--- config.mk ---
export PLATFORM = sky130hd
export DESIGN_NAME = vn_div
export DESIGN_NICKNAME = d
export VERILOG_FILES = /design/src/vector3_normalize_top_defines.svh /design/src/vn_pkg.sv /design/src/vn_div.sv
export SDC_FILE = /design/constraint.sdc
export NUM_CORES = 2
export LEC_CHECK = 0
export BUFFER_PORTS_ARGS = -buffer_cell sky130_fd_sc_hd__buf_2
export CAP_MARGIN = 30
export CORE_MARGIN = 4
export CORE_UTILIZATION = 55
export CTS_CLUSTER_SIZE = 14
export DETAILED_ROUTE_END_ITERATION = 10
export PLACE_DENSITY_LB_ADDON = 0.2
export SETUP_SLACK_MARGIN = 0.1
export SKIP_LAST_GASP = 1
export SYNTH_ARGS = -nofsm -noshare
export SYNTH_HDL_FRONTEND = slang
export SYNTH_MEMORY_MAX_BITS = 65536
export SYNTH_SLANG_ARGS = --single-unit
--- constraint.sdc ---
create_clock -name clk -period 8.9 [get_ports clk]
set_input_delay 1.78 -clock clk [delete_from_list [all_inputs] [get_ports clk]]
set_output_delay 1.78 -clock clk [all_outputs]
set_load 0.03 [all_outputs]
--- src/vector3_normalize_top_defines.svh ---
// ----------------------------------------------------------------------------
// vector3_normalize_top_defines
// Assertion macros used by the top level of the 3D vector normalizer.
// ----------------------------------------------------------------------------
`ifndef VECTOR3_NORMALIZE_TOP_DEFINES_SVH
`define VECTOR3_NORMALIZE_TOP_DEFINES_SVH

// same-cycle implication
`define VN_ASSERT_IMP(lbl, ante, cons, msg) \
    lbl: assert property (@(posedge clk) disable iff (!rst_n) (ante) |-> (cons)) \
        else $error(msg);

// next-cycle implication
`define VN_ASSERT_NXT(lbl, ante, cons, msg) \
    lbl: assert property (@(posedge clk) disable iff (!rst_n) (ante) |=> (cons)) \
        else $error(msg);

`endif

--- src/vn_pkg.sv ---
// ----------------------------------------------------------------------------
// vn_pkg
// Types and constants of the 3D vector normalizer.
// ----------------------------------------------------------------------------
package vn_pkg;

    localparam int COMP_W     = 32;
    localparam int SUM_W      = 64;
    localparam int ROOT_W     = 32;
    localparam int QUOT_W     = 31;
    localparam int SQ_STAGES  = ROOT_W;
    localparam int DIV_STAGES = QUOT_W;
    localparam logic [QUOT_W-1:0] Q30_ONE = QUOT_W'(1) << 30;

    typedef struct packed {
        logic [COMP_W-1:0] mag;
        logic              neg;
    } comp_t;

endpackage

--- src/vn_div.sv ---
// ----------------------------------------------------------------------------
// vn_div
// One lane: pipelined rounded division (mag * 2^30 + len/2) / len,
// one quotient bit per stage.
// ----------------------------------------------------------------------------
module vn_div
    import vn_pkg::*;
(
    input  logic              clk,
    input  logic              en,
    input  comp_t             in_comp,
    input  logic [ROOT_W-1:0] in_len,
    output logic [QUOT_W-1:0] out_quot,
    output logic              out_neg
);

    localparam int DVD_W = COMP_W + 31;
    localparam int REM_W = ROOT_W + 1;

    logic [DVD_W-1:0]  dvd_reg [DIV_STAGES];
    logic [ROOT_W-1:0] len_reg [DIV_STAGES];
    logic [ROOT_W-1:0] rem_reg [DIV_STAGES];
    logic [QUOT_W-1:0] quo_reg [DIV_STAGES];
    logic              neg_reg [DIV_STAGES];

    logic [DVD_W-1:0] dvd_in;

    assign dvd_in = (DVD_W'(in_comp.mag) << 30) + DVD_W'(in_len >> 1);

    genvar j;
    generate
        for (j = 0; j < DIV_STAGES; j++)
        begin : g_stage
            logic [DVD_W-1:0]  d_prev;
            logic [ROOT_W-1:0] l_prev;
            logic [ROOT_W-1:0] r_prev;
            logic [QUOT_W-1:0] q_prev;
            logic              n_prev;
            logic [REM_W-1:0]  rem_sh;
            logic              take;

            if (j == 0)
            begin : g_first
                assign d_prev = dvd_in;
                assign l_prev = in_len;
                assign r_prev = dvd_in[DVD_W-1 -: ROOT_W];
                assign q_prev = '0;
                assign n_prev = in_comp.neg;
            end
            else
            begin : g_rest
                assign d_prev = dvd_reg[j-1];
                assign l_prev = len_reg[j-1];
                assign r_prev = rem_reg[j-1];
                assign q_prev = quo_reg[j-1];
                assign n_prev = neg_reg[j-1];
            end

            assign rem_sh = {r_prev, d_prev[QUOT_W-1-j]};
            assign take   = (rem_sh >= REM_W'(l_prev));

            always_ff @(posedge clk)
            begin
                if (en)
                begin
                    dvd_reg[j] <= d_prev;
                    len_reg[j] <= l_prev;
                    rem_reg[j] <= take ? ROOT_W'(rem_sh - REM_W'(l_prev))
                                       : ROOT_W'(rem_sh);
                    quo_reg[j] <= {q_prev[QUOT_W-2:0], take};
                    neg_reg[j] <= n_prev;
                end
            end
        end
    endgenerate

    assign out_quot = quo_reg[DIV_STAGES-1];
    assign out_neg  = neg_reg[DIV_STAGES-1];

endmodule

# Yosys cells after proc, flatten, opt, wreduce, memory -nomap -nowiden

Memories as Yosys holds them, arrays and structs flattened.
Index checks and enable logic that the tools add are counted.

Register bits after elaboration: 0
Memory bits (writable): 4,929
Logic and storage cells: 101
Memories: 5

Add/subtract/negate cells: 32
Order comparisons: 31
Multiplexer cells: 33

Memories:

| memory  | depth | bits a word | rd ports | clocked after memory_dff | wr ports | RTL line     | RTL |
|---|---|---|---|---|---|---|---|
| dvd_reg | 31    | 63          | 30       | 0                        | 31       | vn_div.sv:20 | `logic [DVD_W-1:0] dvd_reg [DIV_STAGES];` |
| len_reg | 31    | 32          | 30       | 0                        | 31       | vn_div.sv:21 | `logic [ROOT_W-1:0] len_reg [DIV_STAGES];` |
| rem_reg | 31    | 32          | 30       | 0                        | 31       | vn_div.sv:22 | `logic [ROOT_W-1:0] rem_reg [DIV_STAGES];` |
| quo_reg | 31    | 31          | 31       | 0                        | 31       | vn_div.sv:23 | `logic [QUOT_W-1:0] quo_reg [DIV_STAGES];` |
| neg_reg | 31    | 1           | 31       | 0                        | 31       | vn_div.sv:24 | `logic neg_reg [DIV_STAGES];` |

Operator list:

| operator         | number |
|---|---|
| $ge A33 B32 Y1   | 31 |
| $mux W32         | 31 |
| $sub A32 B32 Y32 | 31 |
| $add A62 B31 Y63 | 1 |
| $mux W1          | 2 |

# Longest topological paths before layout

Depth in word-level cells: 3
Mapped depth: 23
Depth with buffers taken out: 20

# Least setup slack after synthesis

OpenSTA, ideal clock, no wires.

Path kind: input-to-reg
Start point: in in_comp[1] in the netlist's numbering
End point: mem rem_reg[0][23] (data pin)
Setup time: 0.260 ns
Data arrival time: 5.608 ns
Required time: 8.640 ns
Slack: 3.032 ns
Stages: 22
Path through: ha_1 ha_1 nand3_1 nor2_1 nand2_1 or2_2 nor2_1 nand3_1 xnor2_1 ha_1 clkbuf_1 nand4_1 o31ai_1 a211oi_2 nor2_1 o21a_1 o21ai_0 nand2b_1 a21o_1 clkbuf_1 buf_2 mux2_2

RTL lines:

| element            | RTL line     | RTL |
|---|---|---|
| start: declaration | vn_div.sv:11 | `input comp_t in_comp,` |
| end: declaration   | vn_div.sv:22 |  |

==> impl_metrics.env <==
export IMPL_whs_path_depth=0
export IMPL_worstPathMaxFanout=33
export IMPL_drt_first_pass_iters=6
export IMPL_synth_async_reset_ratio_pct=0
export IMPL_switchingPower_uw=21000
export IMPL_drt_first_iter_violations=8079
export IMPL_min_period_over_period_pct=68.5
export IMPL_numPlacedInstances=14900
export IMPL_fin_worst_skew_ns=0.0924
export IMPL_ir_drop_uv=194
export IMPL_yosysTopAreaCell="sky130_fd_sc_hd__edfxtp_1"
export IMPL_slew_viol_final=0
export IMPL_power_combinational_fraction_pct=45.3
export IMPL_timing_critical_path_buf_inv=1
export IMPL_tightest_slew_ns=0.980
export IMPL_fmax_ghz=0.164
export IMPL_period_minus_slack_ns=6.10
export IMPL_layout_drive_gt1_share_pct=7.74
export IMPL_reg2reg_from="rem_reg[2][0]"
export IMPL_power_share_switching_pct=37.7
export IMPL_htreeDepth=5
export IMPL_post_synth_top_count_cell="sky130_fd_sc_hd__edfxtp_1"
export IMPL_min_path_type="flop to flop"
export IMPL_dpl_instance_area_mm2=0.139
export IMPL_worstSetupEndpointType="flop"
export IMPL_hold_viol_final=0
export IMPL_p_leak_uw=0.0606
export IMPL_max_clock_buf_depth=4
export IMPL_yosys_warnings=0
export IMPL_maximum_number_of_pins_on_one_net_before_global_route_repair=181
export IMPL_finalWeightedCongestion=0.936
export IMPL_avgViaCountPerCell=5.88
export IMPL_setup_reg_to_reg_worst_slack_ns=4.07
export IMPL_grt_ovfl_total=0
export IMPL_cpPeakStageDelay_ns=0.72
export IMPL_cts_num_sinks=2447
export IMPL_synth_edf_count=2447
export IMPL_netlist_area_mm2=0.135
export IMPL_reg2reg_to="rem_reg[2][51]"
export IMPL_die_w_um=503
export IMPL_rsz0062_at_grt="no"
export IMPL_synth_yosys_seq_area_share_pct=54.4
export IMPL_synthToLayoutAreaGrowth_pct=9.79
export IMPL_outcome="complete, no violations"
export IMPL_synth_ff_type="sky130_fd_sc_hd__edfxtp_1"
export IMPL_worst_hold_path_endpoint="quo_reg[0][254]"
export IMPL_io_pins=99
export IMPL_global_route_usage_total_pct=24.6
export IMPL_cts_repair_timing_setup_buffer_count=0
export IMPL_max_cap_viol_count=0
export IMPL_clk_pin_slew_ns=0.06
export IMPL_buffer_ports_inserted=98
export IMPL_clock_share_of_power_pct=20.4
export IMPL_number_of_global_route_vias_before_repair=88100
export IMPL_yosysUniqueCellTypes=107
export IMPL_route_layer_met1_wl_um=144000
export IMPL_intPower_uw=34700
export IMPL_power_density_cell_area_mw_per_mm2=376
export IMPL_worst_path_dominant_cell_family="simple AND/OR/NAND/NOR gates"
export IMPL_finish_net_count=13100
export IMPL_fin_cells=15400
export IMPL_postCtsHoldBufs=0
export IMPL_hp_start="quo_reg[0][222]"
export IMPL_yosys_top_cells_count="2447 x sky130_fd_sc_hd__edfxtp_1, 1205 x sky130_fd_sc_hd__inv_1, 1026 x sky130_fd_sc_hd__a21oi_1"
export IMPL_final_antenna_violating_net_count=0
export IMPL_vias=90700
export IMPL_largest_register_ff_count=960
export IMPL_netlist_top_cells_area="sky130_fd_sc_hd__edfxtp_1 54%, sky130_fd_sc_hd__ha_1 9.2%, sky130_fd_sc_hd__a21oi_1 3.8%"
export IMPL_yosys_register_bits=2447
export IMPL_routed_wire_length_per_instance_um=20.4
export IMPL_drc=0
export IMPL_floorplan_initialDensity_pct=55.4
export IMPL_slew_headroom_pct=33.0
export IMPL_cts_made_buffers=285
export IMPL_crit_chain="buf_2 -> ha_1 -> ha_1 -> nand3_1 -> nor2_1 -> nand2_1 -> or2_2 -> nor2_1 -> nand3_1 -> xnor2_1 -> ha_1 -> nand4_1 -> o31ai_1 -> a211oi_2 -> nor2_1 -> o21a_1 -> o21ai_0 -> nand2b_1 -> a21o_2 -> mux2_2"
export IMPL_required_ns=9.53
export IMPL_synth_nets=12900
export IMPL_cts_tree="done"
export IMPL_highest_signal_layer="met4"
export IMPL_syn_avg_cell_area_um2=11.4
export IMPL_worstSkewPairLatency_ns=0.94
export IMPL_post_route_util_pct=60.8
export IMPL_die_height_um=503
export IMPL_initial_antenna_violation_count=4
export IMPL_wirelength_um=314000
export IMPL_seqPwrFrac_pct=34.3
export IMPL_design_core_area_mm2=0.244
export IMPL_met3WireLength_um=17700
export IMPL_wl_met2_um=144000
export IMPL_setup_violations=0
export IMPL_worstSetupStartpointType="input pin"
export IMPL_synthDominantCellAreaShare_pct=54.4
export IMPL_post_cts_resized=0
export IMPL_final_setup_tns_ns=0
export IMPL_worst_r2r_path_depth=13
export IMPL_worst_setup_path_type="input pin to flop"
export IMPL_slowest_stage="sky130_fd_sc_hd__a21o_2"
export IMPL_worst_endpoint_arrival_ns=6.72
export IMPL_floorplan_die_area_mm2=0.253
export IMPL_final_area_mm2=0.148
export IMPL_fp_row_count=181
export IMPL_grt_first_pass_wirelength_um=495000
export IMPL_dp_hpwl_um=235000
export IMPL_cts_root_buffer_cell="sky130_fd_sc_hd__clkbuf_16"
export IMPL_post_synth_inst_count=11800
export IMPL_fillCellCount=19400
## logic make-up after synthesis
kind of cell,after synthesis,synth area share [%]
buffers and inverters,1467,4.22
multiplexers,292,2.46
adder cells (fa/ha/maj),1024,9.66
AO/OA/AOI/OAI,3220,14.9
flip-flops,2447,54.4
AND/OR/NAND/NOR,2585,8.99
XOR/XNOR,812,5.27
## power by group through the flow
| stage | clock network, uW | logic [uW] | registers, uW |
|---|---|---|---|
| 3_5_place_dp | 0 | 24800 | 19300 |
| 4_1_cts | 11600 | 25000 | 19100 |
| 3_3_place_gp | 0 | 24300 | 19300 |
| 6_report | 11300 | 25200 | 19100 |
| 2_1_floorplan | 0 | 19300 | 18300 |
| 5_1_grt | 12100 | 28100 | 19400 |
## stage by stage
stage                     hold WS [ns]  setup slack [ns]  power, uW
after CTS                        0.357              2.82      55800
after global placement           0.400              1.79      43600
after floorplan                  0.400              3.03      37600
after detailed placement         0.405              1.86      44100
final                            0.362              2.80      55700
after global routing             0.364              2.34      59600
## area by class of cell
cell class | count | area, um^2 | area share, %
Sequential cell | 2447 | 73500 | 49.6
Multi-Input combinational cell | 7933 | 56000 | 37.8
Clock buffer | 333 | 7420 | 5.01
Inverter | 1209 | 4540 | 3.06
Tap cell | 3202 | 4010 | 2.70
Clock inverter | 151 | 1550 | 1.04
Timing Repair Buffer | 160 | 1220 | 0.821
Antenna cell | 2 | 5.00 | 0.00338
## cell usage in the layout (no fill, tap or decap), types with 99 or more instances in the layout
cell type / count
sky130_fd_sc_hd__o21bai_1: 110
sky130_fd_sc_hd__a21oi_1: 1022
sky130_fd_sc_hd__edfxtp_1: 2447
sky130_fd_sc_hd__nand3_1: 153
sky130_fd_sc_hd__nor3_1: 122
sky130_fd_sc_hd__clkbuf_16: 290
sky130_fd_sc_hd__mux2_2: 240
sky130_fd_sc_hd__nand2_1: 831
sky130_fd_sc_hd__o21a_1: 144
sky130_fd_sc_hd__xor2_1: 344
sky130_fd_sc_hd__a21o_1: 484
sky130_fd_sc_hd__xnor2_1: 468
sky130_fd_sc_hd__nand2b_1: 146
sky130_fd_sc_hd__nor2b_1: 141
sky130_fd_sc_hd__nor2_1: 716
sky130_fd_sc_hd__o21ai_0: 783
sky130_fd_sc_hd__inv_1: 1205
sky130_fd_sc_hd__buf_2: 99
sky130_fd_sc_hd__nand4_1: 163
sky130_fd_sc_hd__ha_1: 994
## worst reg2reg max path: stages (launching register included)
cell	delay, ns
sky130_fd_sc_hd__edfxtp_1	0.42
sky130_fd_sc_hd__ha_1	0.33
sky130_fd_sc_hd__nor2b_1	0.15
sky130_fd_sc_hd__o31a_1	0.29
sky130_fd_sc_hd__o221ai_1	0.27
sky130_fd_sc_hd__a2111o_1	0.25
sky130_fd_sc_hd__nand3_1	0.18
sky130_fd_sc_hd__a311o_1	0.36
sky130_fd_sc_hd__a21oi_1	0.22
sky130_fd_sc_hd__nand3b_1	0.18
sky130_fd_sc_hd__o21ba_2	0.62
sky130_fd_sc_hd__clkinv_1	0.68
sky130_fd_sc_hd__buf_16	0.36
sky130_fd_sc_hd__mux2_2	0.28
## layer usage
metal / vias to the layer above / track usage [%]
met5: - / 0
met2: 2576 / 38.9
li1: 43800 / -
met3: 570 / 3.10
met1: 43800 / 35.7
met4: 0 / 7.25
## worst max path at each step
| stage | startpoint | end | slack (ns) | cells after the start |
|---|---|---|---|---|
| final | in_len[31] | rem_reg[0][31] | 2.80 | 20 |
| after global routing | in_len[31] | rem_reg[0][31] | 2.34 | 20 |
| after CTS | in_len[31] | rem_reg[0][31] | 2.82 | 21 |
| after detailed placement | in_len[31] | rem_reg[0][3] | 1.86 | 21 |
| after global placement | in_len[31] | rem_reg[0][31] | 1.79 | 21 |
| after floorplan | in_comp[1] | rem_reg[0][23] | 3.03 | 22 |
(Power assumes the default switching activity.)
